--- config.mk ---
export PLATFORM = sky130hd
export DESIGN_NAME = segmented_buffer_reassembler_core_flat
export DESIGN_NICKNAME = d
export VERILOG_FILES = /design/src/design/sbr_pkg.sv /design/src/design/sbr_if.sv /design/src/design/sbr_in_stage.sv /design/src/design/sbr_engine.sv /design/src/design/segmented_buffer_reassembler_core.sv /design/src/flat_wrapper.sv
export SDC_FILE = /design/constraint.sdc
export NUM_CORES = 1
export LEC_CHECK = 0
export BUFFER_PORTS_ARGS = -buffer_cell sky130_fd_sc_hd__buf_2
export CAP_MARGIN = 40
export CORE_UTILIZATION = 45
export DETAILED_ROUTE_END_ITERATION = 7
export PLACE_DENSITY = 0.66
export SLEW_MARGIN = 20
export SYNTH_ARGS = -nofsm -noshare
export SYNTH_HDL_FRONTEND = slang
export SYNTH_SLANG_ARGS = --single-unit
--- constraint.sdc ---
create_clock -name clock -period 20.7 [get_ports clock]
set_input_delay 4.14 -clock clock [delete_from_list [all_inputs] [get_ports clock]]
set_output_delay 4.14 -clock clock [all_outputs]
set_load 0.03 [all_outputs]
--- src/design/sbr_pkg.sv ---
// Shared types, codes and header sizes for the segmented buffer reassembler.
package sbr_pkg;

   localparam int unsigned BEGIN_HEADER_BYTES = 12;
   localparam int unsigned DATA_HEADER_BYTES  = 4;

   localparam logic [1:0] CMD_ARM    = 2'd0;
   localparam logic [1:0] CMD_CANCEL = 2'd1;
   localparam logic [1:0] CMD_HEADER = 2'd2;

   localparam logic [7:0] KIND_BEGIN = 8'h10;
   localparam logic [7:0] KIND_DATA  = 8'h11;

   localparam logic [3:0] ST_SEGMENT_OK        = 4'd0;
   localparam logic [3:0] ST_COMPLETE          = 4'd1;
   localparam logic [3:0] ST_ARMED             = 4'd2;
   localparam logic [3:0] ST_CANCELLED         = 4'd3;
   localparam logic [3:0] ST_NOTHING_TO_CANCEL = 4'd4;
   localparam logic [3:0] ST_ALREADY_ARMED     = 4'd5;
   localparam logic [3:0] ST_NO_RECEIVER       = 4'd6;
   localparam logic [3:0] ST_TOO_BIG           = 4'd7;
   localparam logic [3:0] ST_NOT_EXPECTING     = 4'd8;
   localparam logic [3:0] ST_OVERRUN           = 4'd9;
   localparam logic [3:0] ST_UNKNOWN           = 4'd10;

   typedef struct packed {
      logic [1:0]  command;
      logic [31:0] capacity;
      logic [7:0]  packet_kind;
      logic [15:0] packet_bytes;
      logic [7:0]  announced_type;
      logic [31:0] announced_size;
      logic [31:0] announced_checksum;
   } sbr_req_type;

   typedef struct packed {
      logic [3:0]  status;
      logic [31:0] write_offset;
      logic [15:0] copy_length;
      logic        done_signal;
      logic [7:0]  buffer_type;
      logic [31:0] expected_checksum;
      logic [31:0] received_total;
   } sbr_rsp_type;

endpackage

--- src/design/sbr_if.sv ---
// Request and response channel interfaces of the segmented buffer reassembler.
interface sbr_req_if;
   logic        valid;
   logic        ready;
   logic [1:0]  command;
   logic [31:0] capacity;
   logic [7:0]  packet_kind;
   logic [15:0] packet_bytes;
   logic [7:0]  announced_type;
   logic [31:0] announced_size;
   logic [31:0] announced_checksum;

   modport source (
      output valid, command, capacity, packet_kind, packet_bytes,
             announced_type, announced_size, announced_checksum,
      input  ready
   );
   modport sink (
      input  valid, command, capacity, packet_kind, packet_bytes,
             announced_type, announced_size, announced_checksum,
      output ready
   );
endinterface

interface sbr_rsp_if;
   logic        valid;
   logic        ready;
   logic [3:0]  status;
   logic [31:0] write_offset;
   logic [15:0] copy_length;
   logic        done_signal;
   logic [7:0]  buffer_type;
   logic [31:0] expected_checksum;
   logic [31:0] received_total;

   modport source (
      output valid, status, write_offset, copy_length, done_signal,
             buffer_type, expected_checksum, received_total,
      input  ready
   );
   modport sink (
      input  valid, status, write_offset, copy_length, done_signal,
             buffer_type, expected_checksum, received_total,
      output ready
   );
endinterface

--- src/design/sbr_in_stage.sv ---
// Input register stage: captures one request and holds it until the engine takes it.
module sbr_in_stage (
   input  logic                clock,
   input  logic                reset,
   sbr_req_if.sink             req_bus,
   input  logic                take,
   output logic                item_valid,
   output sbr_pkg::sbr_req_type item
);
   import sbr_pkg::*;

   logic        valid_ff, valid_in;
   sbr_req_type item_ff;
   logic        load;

   assign req_bus.ready = !valid_ff || take;
   assign load          = req_bus.valid && req_bus.ready;
   assign valid_in      = load || (valid_ff && !take);

   always_ff @(posedge clock) begin
      if (reset) begin
         valid_ff <= 1'b0;
      end else begin
         valid_ff <= valid_in;
      end
   end

   always_ff @(posedge clock) begin
      if (load) begin
         item_ff.command            <= req_bus.command;
         item_ff.capacity           <= req_bus.capacity;
         item_ff.packet_kind        <= req_bus.packet_kind;
         item_ff.packet_bytes       <= req_bus.packet_bytes;
         item_ff.announced_type     <= req_bus.announced_type;
         item_ff.announced_size     <= req_bus.announced_size;
         item_ff.announced_checksum <= req_bus.announced_checksum;
      end
   end

   assign item_valid = valid_ff;
   assign item       = item_ff;

endmodule

--- src/design/sbr_engine.sv ---
// Receive state and the combinational decision for one request.
module sbr_engine #(
   parameter int unsigned BeginHeaderBytes = sbr_pkg::BEGIN_HEADER_BYTES,
   parameter int unsigned DataHeaderBytes  = sbr_pkg::DATA_HEADER_BYTES
) (
   input  logic                clock,
   input  logic                reset,
   input  logic                fire,
   input  sbr_pkg::sbr_req_type item,
   output sbr_pkg::sbr_rsp_type result
);
   import sbr_pkg::*;

   localparam logic [15:0] BeginHdr = 16'(BeginHeaderBytes);
   localparam logic [15:0] DataHdr  = 16'(DataHeaderBytes);

   logic        armed_ff, armed_in;
   logic [31:0] storage_limit_ff, storage_limit_in;
   logic [31:0] expected_size_ff, expected_size_in;
   logic [31:0] received_count_ff, received_count_in;
   logic [7:0]  latched_type_ff, latched_type_in;
   logic [31:0] latched_checksum_ff, latched_checksum_in;

   logic        is_begin;
   logic [15:0] hdr_len;
   logic [31:0] base_exp;
   logic [31:0] base_rcv;
   logic [31:0] missing;
   logic [15:0] seg_len;
   logic        overrun;
   logic [31:0] new_rcv;

   // Segment arithmetic, shared by begin and data packets
   assign is_begin = (item.packet_kind == KIND_BEGIN);
   assign hdr_len  = is_begin ? BeginHdr : DataHdr;
   assign base_exp = is_begin ? item.announced_size : expected_size_ff;
   assign base_rcv = is_begin ? 32'd0 : received_count_ff;
   assign missing  = base_exp - base_rcv;
   assign seg_len  = item.packet_bytes - hdr_len;
   assign overrun  = (item.packet_bytes < hdr_len) || ({16'd0, seg_len} > missing);
   assign new_rcv  = base_rcv + {16'd0, seg_len};

   always_comb begin
      armed_in            = armed_ff;
      storage_limit_in    = storage_limit_ff;
      expected_size_in    = expected_size_ff;
      received_count_in   = received_count_ff;
      latched_type_in     = latched_type_ff;
      latched_checksum_in = latched_checksum_ff;
      result.status       = ST_UNKNOWN;
      result.write_offset = 32'd0;
      result.copy_length  = 16'd0;
      result.done_signal  = 1'b0;

      unique case (item.command)
         CMD_ARM: begin
            if (armed_ff) begin
               result.status = ST_ALREADY_ARMED;
            end else begin
               armed_in          = 1'b1;
               storage_limit_in  = item.capacity;
               expected_size_in  = 32'd0;
               received_count_in = 32'd0;
               result.status     = ST_ARMED;
            end
         end
         CMD_CANCEL: begin
            if (!armed_ff) begin
               result.status = ST_NOTHING_TO_CANCEL;
            end else begin
               armed_in           = 1'b0;
               expected_size_in   = 32'd0;
               received_count_in  = 32'd0;
               result.done_signal = 1'b1;
               result.status      = ST_CANCELLED;
            end
         end
         CMD_HEADER: begin
            if (!is_begin && item.packet_kind != KIND_DATA) begin
               result.status = ST_UNKNOWN;
            end else if (!armed_ff) begin
               result.status = ST_NO_RECEIVER;
            end else if (is_begin && item.announced_size > storage_limit_ff) begin
               result.status = ST_TOO_BIG;
            end else begin
               if (is_begin) begin
                  latched_type_in     = item.announced_type;
                  expected_size_in    = item.announced_size;
                  received_count_in   = 32'd0;
                  latched_checksum_in = item.announced_checksum;
               end
               priority if (base_exp == 32'd0) begin
                  result.status = ST_NOT_EXPECTING;
               end else if (overrun) begin
                  // drop the whole buffer, stay armed
                  expected_size_in    = 32'd0;
                  received_count_in   = 32'd0;
                  latched_checksum_in = 32'd0;
                  result.status       = ST_OVERRUN;
               end else begin
                  result.write_offset = base_rcv;
                  result.copy_length  = seg_len;
                  received_count_in   = new_rcv;
                  if (new_rcv == base_exp) begin
                     armed_in           = 1'b0;
                     result.done_signal = 1'b1;
                     result.status      = ST_COMPLETE;
                  end else begin
                     result.status = ST_SEGMENT_OK;
                  end
               end
            end
         end
         default: begin
            result.status = ST_UNKNOWN;
         end
      endcase

      result.buffer_type       = latched_type_in;
      result.expected_checksum = latched_checksum_in;
      result.received_total    = received_count_in;
   end

   always_ff @(posedge clock) begin
      if (reset) begin
         armed_ff            <= 1'b0;
         storage_limit_ff    <= 32'd0;
         expected_size_ff    <= 32'd0;
         received_count_ff   <= 32'd0;
         latched_type_ff     <= 8'd0;
         latched_checksum_ff <= 32'd0;
      end else if (fire) begin
         armed_ff            <= armed_in;
         storage_limit_ff    <= storage_limit_in;
         expected_size_ff    <= expected_size_in;
         received_count_ff   <= received_count_in;
         latched_type_ff     <= latched_type_in;
         latched_checksum_ff <= latched_checksum_in;
      end
   end

endmodule

--- src/design/segmented_buffer_reassembler_core.sv ---
// Top level of the segmented buffer reassembler: input stage, engine and response register.
// Takes one request per clock while responses are taken, and returns exactly one
// response per request, in order. A request passes an input register, is decided
// combinationally against the receive state by add/compare logic, and lands in the
// response register, so the sustained rate is one request per cycle while the consumer
// keeps up. The response register frees while the consumer takes the pending response,
// so a stalled consumer holds at most one response plus one request in the input
// register. Arm opens a receive, cancel closes it, and each packet header gets a storage
// offset and segment length, drops the buffer on overrun, or is refused with a status.
module segmented_buffer_reassembler_core #(
   parameter int unsigned BeginHeaderBytes = sbr_pkg::BEGIN_HEADER_BYTES,
   parameter int unsigned DataHeaderBytes  = sbr_pkg::DATA_HEADER_BYTES
) (
   input  logic     clock,
   input  logic     reset,
   sbr_req_if.sink  req_bus,
   sbr_rsp_if.source rsp_bus
);
   import sbr_pkg::*;

   logic        item_valid;
   sbr_req_type item;
   sbr_rsp_type result;
   logic        out_free;
   logic        fire;

   logic        rsp_valid_ff, rsp_valid_in;
   sbr_rsp_type rsp_ff;

   sbr_in_stage u_in_stage (
      .clock      (clock),
      .reset      (reset),
      .req_bus    (req_bus),
      .take       (fire),
      .item_valid (item_valid),
      .item       (item)
   );

   sbr_engine #(
      .BeginHeaderBytes (BeginHeaderBytes),
      .DataHeaderBytes  (DataHeaderBytes)
   ) u_engine (
      .clock  (clock),
      .reset  (reset),
      .fire   (fire),
      .item   (item),
      .result (result)
   );

   assign out_free     = !rsp_valid_ff || rsp_bus.ready;
   assign fire         = item_valid && out_free;
   assign rsp_valid_in = fire || (rsp_valid_ff && !rsp_bus.ready);

   always_ff @(posedge clock) begin
      if (reset) begin
         rsp_valid_ff <= 1'b0;
      end else begin
         rsp_valid_ff <= rsp_valid_in;
      end
   end

   always_ff @(posedge clock) begin
      if (fire) begin
         rsp_ff <= result;
      end
   end

   assign rsp_bus.valid             = rsp_valid_ff;
   assign rsp_bus.status            = rsp_ff.status;
   assign rsp_bus.write_offset      = rsp_ff.write_offset;
   assign rsp_bus.copy_length       = rsp_ff.copy_length;
   assign rsp_bus.done_signal       = rsp_ff.done_signal;
   assign rsp_bus.buffer_type       = rsp_ff.buffer_type;
   assign rsp_bus.expected_checksum = rsp_ff.expected_checksum;
   assign rsp_bus.received_total    = rsp_ff.received_total;

endmodule
--- src/flat_wrapper.sv ---
// flat-port wrapper written by rule: the top's interface ports become plain ports
module segmented_buffer_reassembler_core_flat import sbr_pkg::*;
#(
   parameter int unsigned BeginHeaderBytes = sbr_pkg::BEGIN_HEADER_BYTES,
   parameter int unsigned DataHeaderBytes  = sbr_pkg::DATA_HEADER_BYTES
)
  (clock, reset, req_bus_valid, req_bus_command, req_bus_capacity, req_bus_packet_kind, req_bus_packet_bytes, req_bus_announced_type, req_bus_announced_size, req_bus_announced_checksum, req_bus_ready, rsp_bus_valid, rsp_bus_status, rsp_bus_write_offset, rsp_bus_copy_length, rsp_bus_done_signal, rsp_bus_buffer_type, rsp_bus_expected_checksum, rsp_bus_received_total, rsp_bus_ready);
  sbr_req_if req_bus_i ();
  sbr_rsp_if rsp_bus_i ();
  input  logic clock;
  input  logic reset;
  input wire logic [$bits(req_bus_i.valid)-1:0] req_bus_valid;
  input wire logic [$bits(req_bus_i.command)-1:0] req_bus_command;
  input wire logic [$bits(req_bus_i.capacity)-1:0] req_bus_capacity;
  input wire logic [$bits(req_bus_i.packet_kind)-1:0] req_bus_packet_kind;
  input wire logic [$bits(req_bus_i.packet_bytes)-1:0] req_bus_packet_bytes;
  input wire logic [$bits(req_bus_i.announced_type)-1:0] req_bus_announced_type;
  input wire logic [$bits(req_bus_i.announced_size)-1:0] req_bus_announced_size;
  input wire logic [$bits(req_bus_i.announced_checksum)-1:0] req_bus_announced_checksum;
  output wire logic [$bits(req_bus_i.ready)-1:0] req_bus_ready;
  output wire logic [$bits(rsp_bus_i.valid)-1:0] rsp_bus_valid;
  output wire logic [$bits(rsp_bus_i.status)-1:0] rsp_bus_status;
  output wire logic [$bits(rsp_bus_i.write_offset)-1:0] rsp_bus_write_offset;
  output wire logic [$bits(rsp_bus_i.copy_length)-1:0] rsp_bus_copy_length;
  output wire logic [$bits(rsp_bus_i.done_signal)-1:0] rsp_bus_done_signal;
  output wire logic [$bits(rsp_bus_i.buffer_type)-1:0] rsp_bus_buffer_type;
  output wire logic [$bits(rsp_bus_i.expected_checksum)-1:0] rsp_bus_expected_checksum;
  output wire logic [$bits(rsp_bus_i.received_total)-1:0] rsp_bus_received_total;
  input wire logic [$bits(rsp_bus_i.ready)-1:0] rsp_bus_ready;
  assign req_bus_i.valid = req_bus_valid;
  assign req_bus_i.command = req_bus_command;
  assign req_bus_i.capacity = req_bus_capacity;
  assign req_bus_i.packet_kind = req_bus_packet_kind;
  assign req_bus_i.packet_bytes = req_bus_packet_bytes;
  assign req_bus_i.announced_type = req_bus_announced_type;
  assign req_bus_i.announced_size = req_bus_announced_size;
  assign req_bus_i.announced_checksum = req_bus_announced_checksum;
  assign req_bus_ready = req_bus_i.ready;
  assign rsp_bus_valid = rsp_bus_i.valid;
  assign rsp_bus_status = rsp_bus_i.status;
  assign rsp_bus_write_offset = rsp_bus_i.write_offset;
  assign rsp_bus_copy_length = rsp_bus_i.copy_length;
  assign rsp_bus_done_signal = rsp_bus_i.done_signal;
  assign rsp_bus_buffer_type = rsp_bus_i.buffer_type;
  assign rsp_bus_expected_checksum = rsp_bus_i.expected_checksum;
  assign rsp_bus_received_total = rsp_bus_i.received_total;
  assign rsp_bus_i.ready = rsp_bus_ready;
  segmented_buffer_reassembler_core #(.BeginHeaderBytes(BeginHeaderBytes), .DataHeaderBytes(DataHeaderBytes)) u_core (.clock(clock), .reset(reset), .req_bus(req_bus_i), .rsp_bus(rsp_bus_i));
endmodule
==> flow_summary.ini <==
[outcome]
run_status = finished, final reports clean

[synth]
synth_cell_types = 91
syn_nets = 2198
synth.avg_cell_area_um2 = 10.2
synth_edf_count = 255
yosysSeqAreaShare = 0.521
synth_cells = 1961
async_reset_ff_frac = 0
ys.flop_type = edfxtp_1
yosysWarningCount = 0
netlist_area_um2 = 20000
ys_ff_latch = 394

[sta]
skew_ns = 0.0200
rsz0062_at_grt = false
hold_viol = 0
setup_viol = 0
worst_slew_pin_slew_ns = 0.922
maxSlewViolCount = 0
min_period_ns = 8.87
fmax_mhz = 113
fin_crit_sh = 0.428
slew_headroom = 0.381
setup-tns-final_ns = 0

[die]
core_area_um2 = 43500
pin_count = 261
die_area_um2 = 45400
die_y_um = 213
die_w_um = 213
rows = 76
start_util = 0.461

[global_route]
grt_max_degree = 75
grt_pass1_vias = 15718
grt_pass1_wl_um = 93000
antenna_found_initial = 1
grt_usage = 0.272
grt_overflow = 0

[layout]
n_antenna_cell = 0
drive_gt1_frac = 0.178
area_delta_synth_final_pct = 16.9
nets = 2447

[worst_hold_path]
hold_path_depth = 2
hp-class = flop to flop

[drt]
vias = 16412
drt_first_pass_iters = 6
postRouteAntennaNets = 0
remaining_drc_errors = 0
first_iter_violations = 1240
route.detailed.wl_per_inst_um = 21.8
wirelength_um = 61700
vias_per_cell = 5.80

[setup_path]
crit_type = primary input to primary output
crit_arrival_ns = 4.73
critPathCaptureType = primary output
cp-start-kind = primary input
required_ns = 16.56
r2r_cells = 26
cp_max_fo = 4

[placement]
portBuffers = 260
place_hpwl_um = 46100
place.gp.congestion = 0.998

[power_and_ir_drop]
power.leakage_nw = 9.16
finalPower_mw = 1.74
power.density_nw_per_um2 = 74.4
ir_drop_v = 0.0000745

[clock_tree]
post-cts-setup-buffers = 0
ctsRootBufferMaster = clkbuf_16
cts-resized-gates = 0
cts_tree = built
insertion_delay_ns = 0.57
cts_hold_repair.buffers = 0
cts_buffer_depth = 3
htree_levels = 2
clk_pin_slew_ns = 0.05
numCtsBuffers = 42
cts_sinks = 394

[job]
max_cap_violations = 0
==> routing by layer <==
layer / GRT usage / up-vias / wire length [um]
li1: - / 7696 / -
met1: 0.360 / 7974 / 26300
met2: 0.427 / 616 / 28100
met3: 0.0587 / 126 / 4630
met4: 0.123 / 0 / 2710
met5: 0 / - / 0
==> power by group <==
group	switching, mW	internal (mW)	total [mW]
logic	0.0947	0.0466	0.141
clock network	0.310	0.410	0.719
registers	0.0164	0.866	0.883
==> stage by stage <==
step	instance area [um2]	instances	setup WS, ns	hold WS [ns]	utilization
2_1_floorplan	20000	1961	11.93	0.424	-
4_1_cts	23400	2825	11.81	0.457	0.538
3_3_place_gp	21900	2739	11.84	0.436	0.504
5_1_grt	23400	2828	11.77	0.468	0.539
6_report	23400	2828	11.83	0.453	0.539
3_5_place_dp	22100	2748	11.84	0.449	0.508
==> flip-flops by register name, indices dropped and copies added, names as in the netlist, 32 cells and up <==
name / count
u_core.u_in_stage.item: 130
u_core.rsp_bus.expected_checksum: 32
u_core.rsp_bus.received_total: 32
u_core.rsp_bus.write_offset: 32
u_core.u_engine.expected_size_ff: 32
u_core.u_engine.latched_checksum_ff: 32
u_core.u_engine.received_count_ff: 32
u_core.u_engine.storage_limit_ff: 32
==> cells by family (layout without fill, tap and decap cells) <==
kind of cell | count (synthesis) | after routing | synth area share
AOI/OAI and AO/OA | 460 | 460 | 0.152
xor gates and xnor gates | 84 | 84 | 0.0367
adders and majority gates | 103 | 103 | 0.0654
buffers and inverters | 186 | 468 | 0.0366
DFF | 394 | 394 | 0.521
muxes | 65 | 65 | 0.0329
and+or+nand+nor | 669 | 669 | 0.156
==> worst max-delay path, stage by stage <==
cell and delay [ns]:
buf_2 0.10, nor2b_1 0.20, nand2_1 0.10, buf_2 0.18
==> cells in the final DEF, fill, tap and decap left out, types with 22 or more instances in the layout <==
master,synthesis,final
a21oi_1,122,121
xnor2_1,53,53
mux2i_1,61,61
clkbuf_16,0,44
ha_1,100,100
buf_2,17,263
nor2b_1,22,22
nor4_1,32,31
inv_1,93,93
buf_4,2,23
edfxtp_1,255,255
nand3_1,27,26
nor2_1,163,160
xor2_1,31,31
dfxtp_1,139,139
o21ai_0,112,112
nor3_1,29,29
a32o_1,43,43
nand2_1,277,277
nand4_1,28,28
==> Yosys cell counts (all sizes together) (5+ instances only) <==
cell type	count	area share
nand2	279	0.053
edfxtp	255	0.38
nor2	165	0.031
dfxtp	139	0.14
o21ai	126	0.032
a21oi	123	0.031
ha	100	0.062
inv	95	0.018
mux2i	61	0.030
clkbuf	60	0.011
xnor2	53	0.023
a32o	43	0.021
nor4	36	0.013
nor3	31	0.0082
xor2	31	0.014
buf	29	0.0072
nand4	28	0.0087
nand3	27	0.0067
nor2b	22	0.0069
a21o	21	0.0079
o211ai	15	0.0056
and2	13	0.0041
nand2b	12	0.0037
a22o	11	0.0048
a22oi	11	0.0041
and3	11	0.0034
or3	11	0.0037
a211oi	10	0.0037
a311oi	10	0.0044
a31oi	10	0.0031
o21a	10	0.0037
o31ai	8	0.0032
nor3b	7	0.0026
or2	7	0.0022
a2111oi	6	0.0027
o22ai	6	0.0019
a221oi	5	0.0022
or4	5	0.0019
==> final timing paths <==
path / from / slack, ns / end
worst min-delay path: u_core.u_engine.storage_limit_ff[25] / 0.45 / u_core.u_engine.storage_limit_ff[25]
worst max register to register: u_core.u_in_stage.item[93] / 12.94 / u_core.rsp_bus.received_total[9]
worst min register to register: u_core.u_engine.storage_limit_ff[25] / 0.45 / u_core.u_engine.storage_limit_ff[25]
worst max-delay path: rsp_bus_ready / 11.83 / req_bus_ready
==> final cells by class <==
class / instances / area (um2)
timing repair buffer: 294 / 1660
multi-input combinational: 1381 / 8920
inverter: 97 / 369
fill: 3847 / 20000
sequential: 394 / 10400
clock inverter: 21 / 138
tap: 585 / 732
clock buffer: 56 / 1170
Power figures use the tool's default switching activity.
